$ cat src/rtl/cdsf_pkg.sv
// ----------------------------------------------------------------------------
// cdsf_pkg
// shared types and constants of the sector data fifo
// ----------------------------------------------------------------------------
package cdsf_pkg;

    localparam int FIFO_BYTES_DEF       = 4096;
    localparam int SECTOR_BYTES_MAX_DEF = 4096;

    // pad byte positions
    localparam int WHOLE_LEN      = 32'h924;
    localparam int WHOLE_PAD_BACK = 4;
    localparam int DATA_LEN       = 32'h800;
    localparam int DATA_PAD_BACK  = 8;

    localparam int IN_DATA_W  = 16;
    localparam int OUT_DATA_W = 48;
    localparam int COUNT_W    = 13;

    typedef enum logic [2:0] {
        OP_PUSH        = 3'd0,
        OP_RD_BYTE     = 3'd1,
        OP_RD_WORD     = 3'd2,
        OP_EN_READ     = 3'd3,
        OP_LOAD_NEXT   = 3'd4,
        OP_ACCEPT_KEEP = 3'd5,
        OP_WR_ENABLE   = 3'd6,
        OP_NOP         = 3'd7
    } op_t;

    typedef struct packed {
        op_t        op;
        logic [7:0] data;
        logic       last;
        logic       enable;
    } cmd_t;

    typedef enum logic [2:0] {
        ST_IDLE,
        ST_COPY,
        ST_RD_ISSUE,
        ST_RD_DATA,
        ST_EMIT
    } back_state_t;

endpackage

$ cat src/rtl/cdsf_cmd_queue.sv
// ----------------------------------------------------------------------------
// cdsf_cmd_queue
// two-entry command queue between front and back
// ----------------------------------------------------------------------------
module cdsf_cmd_queue
(
    input  logic           clk,
    input  logic           rst_n,
    input  logic           wr_valid,
    output logic           wr_ready,
    input  cdsf_pkg::cmd_t wr_cmd,
    output logic           rd_valid,
    input  logic           rd_ready,
    output cdsf_pkg::cmd_t rd_cmd
);
    import cdsf_pkg::*;

    cmd_t       entry_reg [2];
    logic       wr_ptr_reg;
    logic       rd_ptr_reg;
    logic [1:0] count_reg;
    logic       do_wr;
    logic       do_rd;

    assign wr_ready = (count_reg != 2'd2);
    assign rd_valid = (count_reg != 2'd0);
    assign rd_cmd   = entry_reg[rd_ptr_reg];
    assign do_wr    = wr_valid && wr_ready;
    assign do_rd    = rd_valid && rd_ready;

    always_ff @(posedge clk or negedge rst_n)
    begin
        if (!rst_n)
        begin
            wr_ptr_reg <= 1'b0;
            rd_ptr_reg <= 1'b0;
            count_reg  <= 2'd0;
        end
        else
        begin
            if (do_wr)
                wr_ptr_reg <= !wr_ptr_reg;
            if (do_rd)
                rd_ptr_reg <= !rd_ptr_reg;
            if (do_wr && !do_rd)
                count_reg <= count_reg + 2'd1;
            else if (do_rd && !do_wr)
                count_reg <= count_reg - 2'd1;
        end
    end

    always_ff @(posedge clk)
    begin
        if (do_wr)
            entry_reg[wr_ptr_reg] <= wr_cmd;
    end

endmodule

$ cat config.mk
export PLATFORM = sky130hd
export DESIGN_NAME = cdsf_cmd_queue
export DESIGN_NICKNAME = d
export VERILOG_FILES = /design/src/rtl/cdsf_pkg.sv /design/src/rtl/cdsf_cmd_queue.sv
export SDC_FILE = /design/constraint.sdc
export NUM_CORES = 1
export LEC_CHECK = 0
export ABC_AREA = 1
export CAP_MARGIN = 0
export CORE_AREA = 2 2 52 54
export CTS_CLUSTER_SIZE = 14
export DETAILED_ROUTE_END_ITERATION = 8
export DIE_AREA = 0 0 54 56
export DONT_BUFFER_PORTS = 1
export SLEW_MARGIN = 10
export SYNTH_ARGS = -nofsm -noshare
export SYNTH_HDL_FRONTEND = slang
export SYNTH_SLANG_ARGS = --single-unit
$ cat constraint.sdc
create_clock -name clk -period 1.6 [get_ports clk]
set_input_delay 0.24 -clock clk [delete_from_list [all_inputs] [get_ports clk]]
set_output_delay 0.24 -clock clk [all_outputs]
set_load 0.01 [all_outputs]
==> out/results.ini <==
[worst_setup_path]
path_class=flip-flop to flip-flop
setup.worst_path.start_class=flip-flop
critPathArrivalTime_ps=1670
crit_path_max_incr_delay_ps=410
crit_path_end_kind=flip-flop
r2r_slack_ps=130
cpMostUsedCell=nand2_1
path_cells=inv_2, nand2_1, nand2_2, inv_1, ha_1, inv_1, nand3_1, nand2_1, nand2_1
path_max_fanout=4
rr_worst_depth=9
slowest_stage=dfrtp_1
cp_data_required_time_ps=1800

[logic_synthesis]
synth-simple-area-share=0.1803
synth_xor_area_frac=0.01502
synth_ff_type=edfxtp_1
netlist_top_cells_count=nand2_1 (48), edfxtp_1 (26), inv_1 (5)
synthTopCellsByArea=edfxtp_1 (67%), nand2_1 (15%), dfrtp_1 (8.6%)
synth_compound_area_frac=0
syn_avg_cell_area_um2=12.15
syn_area_mm2=0.001166
syn_nets=114
yosysTopAreaCellShare=0.6695
ys_warn_count=0
ys_types=14
synth_fa_ha_area_frac=0.01073
synth_top_family_by_area=simple AND/OR/NAND/NOR gates
ys_seq_elements=30
yosysSeqAreaShare=0.7554
syn_inst=96
synth_area_leader_cell=edfxtp_1
synth_async_sr_flop_share=0.1333
synthMuxAreaShare=0
synth_most_common_cell=nand2_1
synth_edf_count=26

[timing]
holdWs_ps=75.26
rsz0062_at_grt=no
setup_viol=0
tightest_slew_ps=259.0
final.period_utilization=0.9164
relSlewSlack=0.8271
drv_slew=0
fin_skew_ps=9.474
setup_tns_ps=0
fmax_mhz=682.1
setup_slack_ps=133.8
hold_violations=0
finalCriticalPeriod_ps=1466

[clock_tree]
path_clk_slew_ps=80
cts-htree-levels=2
cts.repair.resized=0
clk_latency_ps=320
root_buffer=clkbuf_4
cts_buffer_depth=2
cts_buffers=5
clock-sinks=30
cts_tree=yes

[floorplanning]
rows=18
die_h_um=56
die_w_um=54
fp.coreArea_mm2=0.002432
die_area_mm2=0.003024
start_util=0.4794
ios=32

[place]
numPortBuffers=0
place_hpwl_mm=1.302
gp_congestion=0.5708
place_ws_ps=129.7

[routing]
ant_nets=0
wl_mm=1.941
first_pass_iters=3
drc=0
vias=719
post_drt_wl_per_cell_um=12.77
vias_per_cell=4.730
first_iter_violations=6

[power_and_ir_drop]
totalPowerFinal_mw=2.346
ir_drop_mv=1.079
p_per_area_mw_per_mm2=1649
leakage_nw=0.6058

[final_layout]
n_antenna_cell=0
synthToLayoutAreaGrowth_pct=22.00
largest_register_ffs=26
nNetsFinal=139
drive_above_1_share=0.1148
final_util=0.5849

[flow_run]
drv_cap=0

[grt]
antenna_found_initial=0
grt_max_degree=15
grt_usage=0.1464
grt_pass1_wl_mm=2.980
grt_remaining_overflow=0
grt_pass1_vias=709

[min_path]
min_path_type=input pin to flip-flop
hold_depth=2

[run_status]
status=completed

[layout make-up]
class	instances	area (um2)
repair buffers	20	187.7
inverters	7	26.28
well taps	30	37.54
multi-input cells	57	240.2
clock buffers	6	41.29
fillers	204	1010
clock inverters	2	8.758
flip-flops and latches	30	880.8
[power by group]
group | switching, mW | internal (mW)
clock network | 0.228 | 0.165
logic | 0.559 | 0.246
registers | 0.0675 | 1.08
total | 0.855 | 1.49
[per-stage QoR]
stage	instances	instance area (um2)
floorplan	96	1166
global placement	129	1222
detailed placement	129	1222
CTS	147	1373
global route	152	1423
finish	152	1423
[cell families after synthesis]
group,count (synthesis)
buffers and inverters,9
XOR/XNOR,2
AND/OR/NAND/NOR,54
adder cells (fa/ha/maj),1
flip-flops,30
[worst max-delay path, delay by kind of cell, from the launching register on]
| kind | cells | cell delay [ps] |
|---|---|---|
| buffers and inverters | 3 | 210 |
| DFF | 1 | 410 |
| and+or+nand+nor | 5 | 430 |
| adders and majority gates | 1 | 320 |
[cell usage in the layout (no fill, tap or decap)]
master / netlist / routed
xor2_1: 1 / 1
dlygate4sd3_1: 0 / 15
clkbuf_1: 0 / 1
inv_1: 5 / 5
buf_4: 1 / 5
ha_1: 1 / 1
clkinv_2: 0 / 1
nor2_1: 2 / 2
nand2_2: 1 / 1
dfrtp_1: 4 / 4
clkbuf_4: 0 / 5
edfxtp_1: 26 / 26
inv_2: 2 / 2
nand3_1: 2 / 2
xnor2_1: 1 / 1
nand4_1: 1 / 1
clkinv_1: 0 / 1
nand2_1: 48 / 48
[layer usage]
layer,track usage,share of wire,up-vias
li1,-,-,364
met1,0.1545,0.39,325
met2,0.2352,0.51,25
met3,0.08602,0.081,5
met5,0,0,-
met4,0.05357,0.015,0
[repair_timing]
action,CTS,global route
buffers inserted,0,0
hold buffers,10,5
hold endpoints to repair,21,9
[path summary, 6_finish.rpt]
path / startpoint / to
max in group asynchronous: rst_n / rd_ptr_reg
worst min-delay path: rd_ready / rd_ptr_reg
worst min register to register: count_reg[0] / count_reg[0]
min in group asynchronous: rst_n / wr_ptr_reg
worst max-delay path: count_reg[0] / count_reg[1]
worst max register to register: count_reg[0] / count_reg[1]
Power figures use the tool's default switching activity.
