`config.mk`:
```
export PLATFORM = sky130hd
export DESIGN_NAME = cdsf_front
export DESIGN_NICKNAME = d
export VERILOG_FILES = /design/src/rtl/cdsf_pkg.sv /design/src/rtl/cdsf_front.sv
export SDC_FILE = /design/constraint.sdc
export NUM_CORES = 1
export LEC_CHECK = 0
export BUFFER_PORTS_ARGS = -buffer_cell sky130_fd_sc_hd__buf_2
export CORE_MARGIN = 2
export CORE_UTILIZATION = 31
export CTS_CLUSTER_SIZE = 25
export DETAILED_ROUTE_END_ITERATION = 8
export HOLD_SLACK_MARGIN = 0.15
export PLACE_DENSITY = 0.72
export REMOVE_ABC_BUFFERS = 1
export SLEW_MARGIN = 30
export SYNTH_ARGS = -nofsm -noshare
export SYNTH_HDL_FRONTEND = slang
export SYNTH_SLANG_ARGS = --single-unit
export TNS_END_PERCENT = 20
```
`constraint.sdc`:
```
create_clock -name clk -period 0.9 [get_ports clk]
set_input_delay 0.09 -clock clk [delete_from_list [all_inputs] [get_ports clk]]
set_output_delay 0.09 -clock clk [all_outputs]
set_load 0.03 [all_outputs]
```
`src/rtl/cdsf_pkg.sv`:
```
// ----------------------------------------------------------------------------
// cdsf_pkg
// shared types and constants of the sector data fifo
// ----------------------------------------------------------------------------
package cdsf_pkg;

    localparam int FIFO_BYTES_DEF       = 4096;
    localparam int SECTOR_BYTES_MAX_DEF = 4096;

    // pad byte positions
    localparam int WHOLE_LEN      = 32'h924;
    localparam int WHOLE_PAD_BACK = 4;
    localparam int DATA_LEN       = 32'h800;
    localparam int DATA_PAD_BACK  = 8;

    localparam int IN_DATA_W  = 16;
    localparam int OUT_DATA_W = 48;
    localparam int COUNT_W    = 13;

    typedef enum logic [2:0] {
        OP_PUSH        = 3'd0,
        OP_RD_BYTE     = 3'd1,
        OP_RD_WORD     = 3'd2,
        OP_EN_READ     = 3'd3,
        OP_LOAD_NEXT   = 3'd4,
        OP_ACCEPT_KEEP = 3'd5,
        OP_WR_ENABLE   = 3'd6,
        OP_NOP         = 3'd7
    } op_t;

    typedef struct packed {
        op_t        op;
        logic [7:0] data;
        logic       last;
        logic       enable;
    } cmd_t;

    typedef enum logic [2:0] {
        ST_IDLE,
        ST_COPY,
        ST_RD_ISSUE,
        ST_RD_DATA,
        ST_EMIT
    } back_state_t;

endpackage

```
`src/rtl/cdsf_front.sv`:
```
// ----------------------------------------------------------------------------
// cdsf_front
// input beat register and command decode
// ----------------------------------------------------------------------------
module cdsf_front
(
    input  logic                            clk,
    input  logic                            rst_n,
    input  logic                            in_valid,
    output logic                            in_ready,
    input  logic [cdsf_pkg::IN_DATA_W-1:0]  in_data,
    input  logic                            in_last,
    input  logic [2:0]                      in_opcode,
    output logic                            cmd_valid,
    input  logic                            cmd_ready,
    output cdsf_pkg::cmd_t                  cmd
);
    import cdsf_pkg::*;

    logic valid_reg;
    logic valid_next;
    cmd_t cmd_reg;
    cmd_t cmd_next;

    assign in_ready  = !valid_reg || cmd_ready;
    assign cmd_valid = valid_reg;
    assign cmd       = cmd_reg;

    always_comb
    begin
        valid_next = valid_reg;
        cmd_next   = cmd_reg;
        if (in_ready)
        begin
            valid_next      = in_valid;
            // every 3-bit code is an opcode, the unused one is a no-op
            cmd_next.op     = op_t'(in_opcode);
            cmd_next.data   = in_data[7:0];
            cmd_next.enable = in_data[8];
            cmd_next.last   = in_last;
        end
    end

    always_ff @(posedge clk or negedge rst_n)
    begin
        if (!rst_n)
            valid_reg <= 1'b0;
        else
            valid_reg <= valid_next;
    end

    always_ff @(posedge clk)
    begin
        cmd_reg <= cmd_next;
    end

endmodule

```
==> key figures, run 1 <==
Place
  • RD Place Congestion: 0.6117
  • Hpwl dp: 589.8 µm
  • Post-Place Cells: 63
  • Count of input and output buffers: 31

Yosys
  • Post-synth ARST share: 7.143%
  • Commonest cells post-synth: edfxtp_1, dfrtp_1, nand2b_2, nand2b_4
  • Syn Std Cell Area: 437.9 µm²
  • Yosys reg bits: 14
  • Number of enable flip-flop cells after synthesis: 13
  • Register area share after synthesis: approximately 95%
  • Cell with the most instances after synthesis: edfxtp_1
  • Synth Flop Type: edfxtp_1
  • Synth area leaders: edfxtp_1, dfrtp_1, nand2b_4, nand2b_2
  • Netlist cell types: 4
  • Yosys top cell area share: about 89%
  • Ys Warns: 0
  • Yosys top cell by area: edfxtp_1
  • Syn Area/Cell: 27.37 µm²
  • Cells after Synth: 16

Die
  • I/O Pins: 39
  • Site Rows: 13
  • Core Box Area: 1318 µm²
  • Chip height: between 40 and 50 µm
  • Die Wd: roughly 42 µm
  • Die Area: 1729 µm²
  • Initial Util: between 30% and 40%

Worst setup path
  • CP max stage delay: 0.41 ns
  • Endpoint class of the critical path: primary output
  • Crit path launch: cmd_valid$_DFFE_PN0P_
  • Required time worst endpoint: 0.81 ns
  • Worst-path maximum fanout: 2
  • CP arrival: about 0.9 ns
  • CP max-delay cell: dfrtp_1
  • R2R Path Start: cmd_valid$_DFFE_PN0P_
  • WP buf/inv: 1
  • Largest delay contributor family on the critical path: flip-flops
  • Setup slack, reg-to-reg: -0.06 ns
  • RR Endpoint: cmd[7]$_DFFE_PP_
  • R2R depth: 2
  • Crit Path Class: reg -> out
  • CP cell instances: nand2b_4 > buf_6
  • CP Launch Type: flip-flop

Outcome
  • Violated checks: setup timing
  • Run status: finished, violations left

Final layout
  • Post-Layout Cell Count: 84
  • Layout area overhead: 106.6%
  • Layout cells sized above 1: 55.07%
  • Util after Layout: 68.66%
  • Max reg flops: 13
  • Nets: 94
  • Ant. Diodes: 0
  • FILL cells: just over 90

Detailed routing
  • Via-to-Cell Ratio: 4.083
  • Vias: 343
  • Avg WL per Cell: 12.02 µm
  • Routed Antenna Nets: 0
  • Drt pass-1 iters: 4
  • Post-Route WL: about 1000 µm
  • # DRC: 0
  • DR iter-0 viols: 4

Power
  • Switch share: 24.70%
  • PwrDens: about 1600 nW/µm²
  • Power Total: 1450 µW
  • Sw Pwr: 358.1 µW
  • Worst VDD drop: around 930 µV
  • Clock share of power: 24.0%
  • Combinational share of power: roughly 22%
  • Int Power: 1092 µW
  • Sequential share of power: 54.3%
  • Leakage: 0.0003968 µW

Clocking
  • Buffer depth of the longest clock path: 2
  • CTS tree: built
  • Clk sink count: 14
  • Root Driver: clkbuf_4
  • Clk pin slew, worst setup/hold paths: approximately 0.08 ns
  • Total CTS buffers: 3
  • H-Tree Depth: 1
  • Worst skew pair latency: 0.27 ns

STA
  • Final min period: 0.9908 ns
  • Setup ws final: -0.09084 ns
  • RSZ-0062 raised after global routing: yes
  • Slew headroom: 89.79%
  • Tcrit/Tclk final: 110.1%
  • Hold Violations, Final: 0
  • Worst-Margin Slew: 0.1542 ns
  • Fin. max-slew vios: 0
  • Highest clock rate: 1009 MHz
  • Setup Skew: 0.001256 ns
  • Setup Viol. Count Final: 23

Global routing
  • Largest net degree at the start of global routing: 15
  • Met1 usage: 13.29%
  • Met2 Track Usage GR: between 20% and 30%
  • Number of global-route vias before repair: 375
  • Met3 Use GR: 3.913%
  • GRT Total Usage: about 14%
  • First-pass GRT wire length: between 1500 and 2000 µm
  • GR peak layer: met2
  • Initial antenna violation count: 0
  • Total gr overflow: 0

Hold path
  • Hold WC Path Type: in -> reg
  • Worst Min Path Start: cmd_ready
  • Endpoint, Worst Hold: cmd[2]$_DFFE_PP_
  • Worst Hold Depth: 3

Job
  • Max cap viols: 0
tightest hold or removal path: stages:
cell and delay, ns:
buf_2 0.08, nand2b_4 0.12, buf_6 0.16
layout make-up:
| type | instances | area, µm² | share of cell area (%) |
|---|---|---|---|
| multi-input cells | 2 | 22.52 | 2.490 |
| flip-flops and latches | 14 | 415.4 | 45.92 |
| clock inverters | 1 | 3.754 | 0.4149 |
| well taps | 15 | 18.77 | 2.075 |
| clock buffers | 3 | 22.52 | 2.490 |
| repair buffers | 49 | 421.7 | 46.61 |
layer usage:
layer  share of wire [%]  routed length [µm]
met4                0.59                   6
met2                  62                 630
met5                   0                   0
met3                 4.0                  40
met1                  33                 332
how the worst max path moves through the flow:
stage                             endpoint  cells past startpoint
after floorplan           cmd[0]$_DFFE_PP_                      1
after CTS                         in_ready                      2
after global placement            in_ready                      2
after global routing              in_ready                      2
after detailed placement          in_ready                      2
final                             in_ready                      2
through the flow:
step / hold slack [ns] / setup slack, ns / cell area [µm²] / setup TNS, ns
finish: 0.3214 / -0.09084 / 904.6 / -0.9761
global route: 0.3238 / -0.1350 / 904.6 / -1.998
CTS: 0.3048 / -0.1073 / 904.6 / -1.290
detailed placement: -0.1342 / -0.009242 / 619.3 / -0.02509
global placement: -0.1351 / 0.004634 / 619.3 / 0
floorplan: -0.2056 / -0.1885 / 437.9 / -2.504
cell families (layout without fill, tap and decap cells):
group	Yosys count	count (layout)	synth area share, %
buffers and inverters	0	53	0
DFF	14	14	94.86
and+or+nand+nor	2	2	5.142
placed cells by master, fill, tap and decap left out:
master         count
buf_2             17
nand2b_4           1
clkbuf_4           3
edfxtp_1          13
dfrtp_1            1
dlygate4sd3_1     16
nand2b_2           1
clkinv_1           1
buf_4              1
buf_6             15
what timing repair did:
item,in CTS,in global routing
endpoints found under the hold margin,15,0
gates resized for setup,29,0
setup endpoints to repair,29,29
hold buffers,16,0
setup buffers,1,0
power by group through the flow:
stage          logic [µW]  registers [µW]  clock network (µW)
6_report              315             787                 348
2_1_floorplan        25.9             886                   0
3_5_place_dp          205             791                   0
4_1_cts               317             787                 372
3_3_place_gp          202             789                   0
5_1_grt               332             790                 406
Power figures use the tool's default switching activity.
==> inputs of run 2 (changes only) <==
--- a/config.mk
+++ b/config.mk
@@ -6,14 +6,14 @@
 export NUM_CORES = 1
 export LEC_CHECK = 0
 export BUFFER_PORTS_ARGS = -buffer_cell sky130_fd_sc_hd__buf_2
-export CORE_MARGIN = 2
-export CORE_UTILIZATION = 31
+export CORE_AREA = 2 2 39 41
 export CTS_CLUSTER_SIZE = 25
 export DETAILED_ROUTE_END_ITERATION = 8
+export DIE_AREA = 0 0 41 43
 export HOLD_SLACK_MARGIN = 0.15
-export PLACE_DENSITY = 0.72
+export PLACE_DENSITY = 0.73
 export REMOVE_ABC_BUFFERS = 1
-export SLEW_MARGIN = 30
+export SLEW_MARGIN = 5
 export SYNTH_ARGS = -nofsm -noshare
 export SYNTH_HDL_FRONTEND = slang
 export SYNTH_SLANG_ARGS = --single-unit
==> constraint.sdc (replaced) <==
create_clock -name clk -period 1.08 [get_ports clk]
set_input_delay 0.108 -clock clk [delete_from_list [all_inputs] [get_ports clk]]
set_output_delay 0.108 -clock clk [all_outputs]
set_load 0.03 [all_outputs]
==> run 2 against run 1 <==
  * The flow now finishes without violations
  * Clock power is 19% lower
  * First-iteration DRC count is 100% lower
  * Combinational power is 31% lower
  * Non-clock buffer count is 1 lower
==> key figures, run 2 (same netlist as run 1, synthesis figures left out) <==
STA
  • Fin. max-slew vios: 0
  • Worst-Margin Slew: between 0.15 and 0.2 ns
  • Setup Viol. Count Final: 0
  • Final min period: 1.010 ns
  • RSZ-0062 raised after global routing: no
  • Setup Skew: 0.008314 ns
  • Slew headroom: a little under 90%
  • Highest clock rate: 990.3 MHz
  • Hold Violations, Final: 0
  • Tcrit/Tclk final: 93.50%

Detailed routing
  • Vias: between 300 and 400
  • DR iter-0 viols: 0
  • Via-to-Cell Ratio: 4.024
  • Avg WL per Cell: around 12 µm
  • Max layer used: met3
  • Met3 WL: 161 µm
  • WL met2: 447 µm
  • Drt pass-1 iters: 1
  • Routed Antenna Nets: 0
  • # DRC: 0
  • M1 WL: 389 µm
  • Post-Route WL: approximately 1000 µm

Die
  • I/O Pins: 39
  • Initial Util: 31.65%
  • Site Rows: 14
  • Die Area: ~1800 µm²
  • Die Wd: 41 µm
  • Core Box Area: around 1400 µm²
  • Chip height: ~43 µm

Power
  • Worst VDD drop: 809.0 µV
  • Leakage: 0.0003619 µW
  • Power Total: ~1100 µW
  • PwrDens: 1415 nW/µm²

Clocking
  • CTS tree: built
  • Clk sink count: 14
  • Worst skew pair latency: 0.27 ns
  • H-Tree Depth: 1
  • Total CTS buffers: 3
  • Clk pin slew, worst setup/hold paths: 0.07 ns
  • Buffer depth of the longest clock path: 2
  • Root Driver: clkbuf_4

Global routing
  • GRT Total Usage: 12.06%
  • First-pass GRT wire length: 1352 µm
  • Total gr overflow: 0
  • Largest net degree at the start of global routing: 15
  • Number of global-route vias before repair: approximately 360
  • Initial antenna violation count: 0

Worst setup path
  • CP arrival: 0.90 ns
  • Required time worst endpoint: 0.97 ns
  • CP Launch Type: flip-flop
  • Endpoint class of the critical path: primary output
  • R2R Path Start: cmd_valid$_DFFE_PN0P_
  • Worst-path maximum fanout: 2
  • Crit Path Class: reg -> out
  • Crit path launch: cmd_valid$_DFFE_PN0P_

Final layout
  • Util after Layout: 58.50%
  • Ant. Diodes: 0
  • Nets: between 90 and 100
  • FF/Latch Area: 415.4 µm²
  • Layout cells sized above 1: 54.41%
  • Commonest non-fill, non-tap cell in the layout: buf_2
  • FILL cells: approximately 110
  • Commonest cells after routing, fill and taps aside: buf_2, dlygate4sd3_1, edfxtp_1
  • Multi-input combinational cell area: about 23 µm²
  • Post-layout instance area: 809.5 µm²
  • Layout area overhead: 84.86%
  • Max reg flops: 13

Hold path
  • Worst Min Path Start: cmd_ready
  • Hold WC Path Type: in -> reg

Place
  • Count of input and output buffers: 31
  • RD Place Congestion: 0.6356
  • Placed cell area: 613.1 µm²

Outcome
  • Run status: finished clean

Job
  • Max cap viols: 0
==> run 2: cell count changes in the layout (fill, tap and decap cells not counted) <==
cell	change
buf_6	-15
buf_4	+1
buf_2	+13
==> run 2: metrics by stage <==
stage               worst slack (ns)  TNS (ns)  std cells  hold WS (ns)
floorplan                  -0.008471   -0.1101         16       -0.1876
global placement              0.1646         0         63       -0.1158
detailed placement            0.1484         0         63       -0.1152
CTS                          0.05174         0         84        0.3457
global route                 0.03620         0         84        0.3759
finish                       0.07019         0         84        0.3455
==> run 2: cell type report <==
class,count,share of cell area (%)
clock buffer,3,2.782
clock inverter,1,0.4637
multi-input combinational,2,2.782
sequential,14,51.31
tap,16,2.473
timing repair buffer,48,40.19
==> run 2: power breakdown <==
part           internal [µW]  switching (µW)
registers                636            8.89
logic                   93.4             124
clock network            133             149
total                    863             282
==> run 2: worst paths after layout <==
kind / depth (start not counted) / slack (ns) / to
setup / recovery: 2 / 0.07 / in_ready
hold / removal: 4 / 0.35 / cmd_valid$_DFFE_PN0P_
setup reg to reg: 2 / 0.08 / cmd[3]$_DFFE_PP_
hold reg to reg: 3 / 0.74 / cmd_valid$_DFFE_PN0P_
max in group asynchronous: 3 / 0.32 / cmd_valid$_DFFE_PN0P_
min in group asynchronous: 3 / 0.66 / cmd_valid$_DFFE_PN0P_
==> run 2: metal layers <==
| metal | GRT usage, % | up-vias |
|---|---|---|
| met4 | 6.000 | 0 |
| li1 | - | 167 |
| met5 | 0 | - |
| met2 | 20.63 | 32 |
| met1 | 11.58 | 139 |
| met3 | 4.712 | 0 |
==> run 2: repair_timing <==
action                                  4_1_cts  5_1_grt
endpoints found under the setup margin        1        0
resized for setup                             1        0
endpoints found under the hold margin        15        0
hold buffers                                 16        0
buffers inserted                              1        0
==> run 2: worst max-delay path, stage by stage, from the launching register on <==
cell and delay, ns:
dfrtp_1 0.41, nand2b_4 0.08, buf_4 0.15
